File: src/design/csvft_pkg.sv
// shared types and constants for the csv field tokenizer
package csvft_pkg;

  localparam int ROW_BITS_DEF = 16;
  localparam int COL_BITS_DEF = 10;

  localparam logic [7:0] CH_COMMA = 8'd44;
  localparam logic [7:0] CH_QUOTE = 8'd34;
  localparam logic [7:0] CH_LF    = 8'd10;

  typedef enum logic [1:0] {
    KIND_BYTE    = 2'd0,
    KIND_CELL    = 2'd1,
    KIND_DISCARD = 2'd2
  } kind_t;

  typedef enum logic [1:0] {
    Q_OUT  = 2'd0,
    Q_IN   = 2'd1,
    Q_PEND = 2'd2
  } qmode_t;

endpackage

File: src/design/csv_field_tokenizer_unit.sv
// csv field tokenizer: tags content bytes with row and column, marks cell ends
//
// Input stream (s_*): one request per text byte, s_tdata carries the byte,
// s_tuser is the flush flag that closes an unterminated last line.
// Output stream (m_*): zero or one request per input. m_tuser gives the kind
// (content byte, cell complete, open cell discarded); m_tdata carries the
// byte, row index and column index of the cell.
// A result appears on m_* in the cycle after its input is accepted.
// Throughput is one input per cycle unless the receiver stalls; the next
// tokenizer state is combinational and one output register holds the result.
// When the receiver stalls, the output register holds its request and
// s_tready drops until it is taken; s_tready is high whenever the output
// register is empty or being drained in the same cycle.
// Reset clears the quote state, row and column counters and the output valid.
// Row and column counters saturate at their maximum.
module csv_field_tokenizer_unit
  import csvft_pkg::*;
#(
  parameter int ROW_BITS = ROW_BITS_DEF,
  parameter int COL_BITS = COL_BITS_DEF,
  localparam int OUT_W = ((8 + ROW_BITS + COL_BITS + 7) / 8) * 8
) (
  input  logic             clk,
  input  logic             rst,
  input  logic             s_tvalid,
  output logic             s_tready,
  input  logic [7:0]       s_tdata,   // data_byte
  input  logic             s_tuser,   // flush
  output logic             m_tvalid,
  input  logic             m_tready,
  output logic [OUT_W-1:0] m_tdata,   // out_byte, cell_row, cell_col, zero pad
  output logic [1:0]       m_tuser    // kind
);

  localparam int PAD_W = OUT_W - (8 + ROW_BITS + COL_BITS);

  qmode_t              quote_mode, quote_mode_next;
  logic [ROW_BITS-1:0] row_index, row_index_next;
  logic [COL_BITS-1:0] col_index, col_index_next;
  logic                line_open, line_open_next;

  logic                emit;
  kind_t               emit_kind;
  logic [7:0]          emit_byte;
  logic                s_accept;

  logic [7:0]          out_byte;
  logic [ROW_BITS-1:0] cell_row;
  logic [COL_BITS-1:0] cell_col;
  kind_t               out_kind;

  assign s_tready = !m_tvalid || m_tready;
  assign s_accept = s_tvalid && s_tready;

  always_comb begin
    qmode_t mode;
    logic   end_line;
    mode            = quote_mode;
    end_line        = 1'b0;
    quote_mode_next = quote_mode;
    row_index_next  = row_index;
    col_index_next  = col_index;
    line_open_next  = line_open;
    emit            = 1'b0;
    emit_kind       = KIND_BYTE;
    emit_byte       = 8'd0;

    if (s_tuser) begin
      if (line_open) begin
        end_line = 1'b1;
      end
    end else begin
      line_open_next = 1'b1;
      if (mode == Q_PEND) begin
        if (s_tdata == CH_QUOTE) begin
          quote_mode_next = Q_IN;
          emit            = 1'b1;
          emit_byte       = CH_QUOTE;
        end else begin
          mode = Q_OUT;
        end
      end
      if (mode == Q_IN) begin
        if (s_tdata == CH_QUOTE) begin
          quote_mode_next = Q_PEND;
        end else if (s_tdata == CH_LF) begin
          end_line = 1'b1;
        end else begin
          emit      = 1'b1;
          emit_byte = s_tdata;
        end
      end else if (mode != Q_PEND) begin
        quote_mode_next = Q_OUT;
        if (s_tdata == CH_QUOTE) begin
          quote_mode_next = Q_IN;
        end else if (s_tdata == CH_COMMA) begin
          emit      = 1'b1;
          emit_kind = KIND_CELL;
          if (col_index != {COL_BITS{1'b1}}) begin
            col_index_next = col_index + 1'b1;
          end
        end else if (s_tdata == CH_LF) begin
          end_line = 1'b1;
        end else begin
          emit      = 1'b1;
          emit_byte = s_tdata;
        end
      end
    end

    if (end_line) begin
      emit      = 1'b1;
      emit_kind = (quote_mode == Q_IN) ? KIND_DISCARD : KIND_CELL;
      if (row_index != {ROW_BITS{1'b1}}) begin
        row_index_next = row_index + 1'b1;
      end
      col_index_next  = '0;
      line_open_next  = 1'b0;
      quote_mode_next = Q_OUT;
    end
  end

  always_ff @(posedge clk) begin
    if (rst) begin
      quote_mode <= Q_OUT;
      row_index  <= '0;
      col_index  <= '0;
      line_open  <= 1'b0;
      m_tvalid   <= 1'b0;
    end else begin
      if (s_accept) begin
        quote_mode <= quote_mode_next;
        row_index  <= row_index_next;
        col_index  <= col_index_next;
        line_open  <= line_open_next;
        m_tvalid   <= emit;
      end else if (m_tready) begin
        m_tvalid <= 1'b0;
      end
    end
  end

  always_ff @(posedge clk) begin
    if (s_accept && emit) begin
      out_kind <= emit_kind;
      out_byte <= emit_byte;
      cell_row <= row_index;
      cell_col <= col_index;
    end
  end

  generate
    if (PAD_W > 0) begin : g_pad
      assign m_tdata = {{PAD_W{1'b0}}, cell_col, cell_row, out_byte};
    end else begin : g_nopad
      assign m_tdata = {cell_col, cell_row, out_byte};
    end
  endgenerate

  assign m_tuser = out_kind;

  a_pend_open: assert property (@(posedge clk) disable iff (rst)
    (quote_mode == Q_PEND) |-> line_open)
    else $error("pending quote without an open line");

  a_col_open: assert property (@(posedge clk) disable iff (rst)
    (col_index != '0) |-> line_open)
    else $error("column advanced without an open line");

  a_emit_shows: assert property (@(posedge clk) disable iff (rst)
    (s_accept && emit) |=> m_tvalid)
    else $error("result lost after accepted input");

  a_kind_legal: assert property (@(posedge clk) disable iff (rst)
    m_tvalid |-> (m_tuser == KIND_BYTE || m_tuser == KIND_CELL ||
                  m_tuser == KIND_DISCARD))
    else $error("illegal result kind");

endmodule
File: config.mk
export PLATFORM = sky130hd
export DESIGN_NAME = csv_field_tokenizer_unit
export DESIGN_NICKNAME = d
export VERILOG_FILES = /design/src/design/csvft_pkg.sv /design/src/design/csv_field_tokenizer_unit.sv
export SDC_FILE = /design/constraint.sdc
export NUM_CORES = 1
export LEC_CHECK = 0
export ABC_AREA = 1
export BUFFER_PORTS_ARGS = -buffer_cell sky130_fd_sc_hd__buf_4
export CAP_MARGIN = 10
export CORE_MARGIN = 2
export CORE_UTILIZATION = 60
export DETAILED_ROUTE_END_ITERATION = 10
export PLACE_DENSITY = 0.86
export SYNTH_ARGS = -nofsm -noshare
export SYNTH_HDL_FRONTEND = slang
export SYNTH_SLANG_ARGS = --single-unit
export TNS_END_PERCENT = 30
File: constraint.sdc
create_clock -name clk -period 4 [get_ports clk]
set_input_delay 0.4 -clock clk [delete_from_list [all_inputs] [get_ports clk]]
set_output_delay 0.4 -clock clk [all_outputs]
set_load 0.1 [all_outputs]
==> flow_summary.toml <==
[die]
die_area_um2 = 5911
initial_utilization = 0.6240
die_h_um = 76.88
dieWidth_um = 76.88
row_count = 26
core_area_um2 = 5107
ios = 57

[setup_path]
path_class = "flop to flop"
cp_common_cell = "nand2_1"
cpMaxStageDelayCell = "nand2_1"
start_kind = "flop"
setup.worst_path.end_class = "flop"
r2r_cells = 6
required_ns = 4.03
cp_slowest_stage_delay_ns = 0.55
cp_cell_sequence = "nand2_1, nand2_1, nor2_1, nand2_1, nand2_1, buf_4"
crit_fanout = 19
cp_data_arrival_time_ns = 2.20
r2r_end = "cell_row[6]$_DFFE_PP_"
rr_startpoint = "m_tvalid$_SDFFE_PP0P_"
r2r_slack_ns = 1.83

[finish]
antenna_cells = 0
n_fill_cell = 356
drive_gt1_frac = 0.2183
nets = 436
synthToLayoutAreaGrowth_pct = 20.65

[logic_synthesis]
syn_avg_cell_area_um2 = 8.660
synthesis.area_um2 = 3187
muxShareOfSynthArea = 0
synth_compound_area_frac = 0.05968
synth.most_common_cell = "nand2_1"
synth_fa_ha_area_frac = 0.007852
synth_ff_type = "edfxtp_1"
synth_top_cell_by_area = "edfxtp_1"
synth_edf_count = 36
async_reset_ff_frac = 0
netlist_top_cells_count = "104 x nand2_1, 38 x nor2_1, 36 x edfxtp_1, 32 x inv_1, 30 x dfxtp_1"
synth_warnings = 0
synth.ff_latch_count = 66
synth_xor_area_frac = 0.03573
ys_seq_area_frac = 0.5277
yosys.area_share.simple = 0.2945
synth_top_family_by_area = "simple AND/OR/NAND/NOR gates"
synth_area_leaders = "edfxtp_1 34%, dfxtp_1 19%, nand2_1 12%"
syn_inst = 368
synth_cell_types = 37
synth_top_area_frac = 0.3392

[global_routing]
grt_pass1_vias = 2453
grt.overflow.total = 0
grt_start_max_net_pins = 29
grt_antenna_before_repair = 0
track_usage = 0.2193
grt_pass1_wl_um = 10410

[power_and_ir_drop]
power.internal_mw = 1.271
swShare = 0.2957
p_sw_uw = 533.6
power_frac_clock = 0.406
seqPwrFrac = 0.417
peakVddDrop_mv = 0.4697
pwr_density_cell_nw_per_um2 = 469.3
pwr-share-comb = 0.177
power_mw = 1.805
leakagePower_nw = 1.512

[sta]
setup_tns_ns = 0
finalCritPeriodShare = 0.5421
finalMaxSlewViolations = 0
final-hold-violation-count = 0
tightest_slew_ns = 0.7266
setup_viol = 0
skew_ns = 0.006184
fin_ws_ns = 1.832
maxSlewHeadroom = 0.5144
period_minus_slack_ns = 2.168
fmax_mhz = 461.2
rsz0062_at_grt = "no"

[cts]
numClockSinks = 66
cts_hold_buf = 0
ctsRootBufferMaster = "clkbuf_8"
tritoncts = "built"
worstSkewPairLatency_ns = 0.35
clockBufferDepth = 2
cts-resized-gates = 0
cts.htree.levels = 3
cts_made_buffers = 9
path_clk_slew_ns = 0.07
post_cts_buffers = 0

[detailed_routing]
wl_per_cell_um = 12.55
remaining_drc_errors = 0
drtIter0Drc = 211
wirelength_um = 6225
avgViaCountPerCell = 5.236
drt-pass1-iter-count = 5
ant_nets = 0
vias = 2597

[worst_hold_path]
min-delay-start = "s_tdata[6]"
hold_path_class = "input port to flop"
min_to = "out_byte[6]$_SDFFCE_PP0P_"
hold_path_depth = 3

[run_status]
outcome = "finished, final reports clean"

[placed_design]
port_buffers = 50
gp_congestion = 0.8816
dp_hpwl_um = 4332
place_ws_ns = 1.568

[run]
cap_violations = 0
[logic make-up after synthesis]
| kind of cell | count (synthesis) |
|---|---|
| buffers and inverters | 50 |
| XOR/XNOR | 13 |
| AND/OR/NAND/NOR | 202 |
| flip-flops | 66 |
| other | 1 |
| AO/OA/AOI/OAI | 34 |
| adder cells (fa/ha/maj) | 2 |
[per-stage QoR]
step,std cells,util,hold slack [ns],instance area (um^2)
2_1_floorplan,373,-,0.4029,3206
3_3_place_gp,480,0.7009,0.4731,3580
3_5_place_dp,480,0.7009,0.4810,3580
4_1_cts,496,0.7528,0.3566,3845
5_1_grt,496,0.7528,0.3783,3845
6_report,496,0.7528,0.3702,3845
[layout make-up]
| cell class | instances | area (um^2) | share of cell area |
|---|---|---|---|
| Clock buffer | 9 | 123.9 | 0.03222 |
| Clock inverter | 7 | 141.4 | 0.03677 |
| Inverter | 36 | 137.6 | 0.03580 |
| Multi-Input combinational cell | 257 | 1290 | 0.3355 |
| Sequential cell | 66 | 1682 | 0.4374 |
| Tap cell | 70 | 87.58 | 0.02278 |
| Timing Repair Buffer | 51 | 382.9 | 0.09958 |
[worst max-delay path: cells and delay by family, from the launching register on]
kind | cells | cell delay, ns
buf+inv | 1 | 0.40
flops | 1 | 0.31
simple gates | 5 | 1.14
[how the worst max path moves through the flow]
stage	to	start	slack, ns	cells past startpoint
after floorplan	cell_col[0]$_DFFE_PP_	m_tvalid$_SDFFE_PP0P_	0.42	5
after global placement	cell_row[11]$_DFFE_PP_	s_tdata[4]	1.64	9
after detailed placement	cell_col[5]$_DFFE_PP_	s_tdata[4]	1.57	9
after CTS	cell_row[12]$_DFFE_PP_	m_tvalid$_SDFFE_PP0P_	1.83	6
after global routing	cell_row[5]$_DFFE_PP_	m_tvalid$_SDFFE_PP0P_	1.60	6
final	cell_row[6]$_DFFE_PP_	m_tvalid$_SDFFE_PP0P_	1.83	6
[per-layer routing]
metal / routed length, um / track usage
met2: 3133 / 0.3711
met3: 335 / 0.04353
met4: 136 / 0.1145
met1: 2619 / 0.2646
met5: 0 / 0
[sequential cells by signal, indices dropped and copies added, names as in the netlist]
register    cells
line_open       1
out_byte        8
quote_mode      2
m_tuser         2
col_index      10
m_tvalid        1
cell_row       16
row_index      16
cell_col       10
[cells in the final DEF, fill, tap and decap left out, types with 6 or more instances in the layout]
cell and count:
nand2_1 104, buf_4 51, nor2_1 38, edfxtp_1 36, inv_1 32, dfxtp_1 30
nand3_1 28, a21oi_1 26, clkbuf_8 9, xor2_1 8, nand4_1 6, conb_1 6
[power by group through the flow]
stage	Clock [mW]	Sequential (mW)	Combinational, mW
2_1_floorplan	0	0.947	0.0846
3_3_place_gp	0	0.767	0.317
3_5_place_dp	0	0.767	0.319
4_1_cts	0.744	0.752	0.320
5_1_grt	0.773	0.754	0.329
6_report	0.733	0.752	0.319
(Power assumes the default switching activity.)
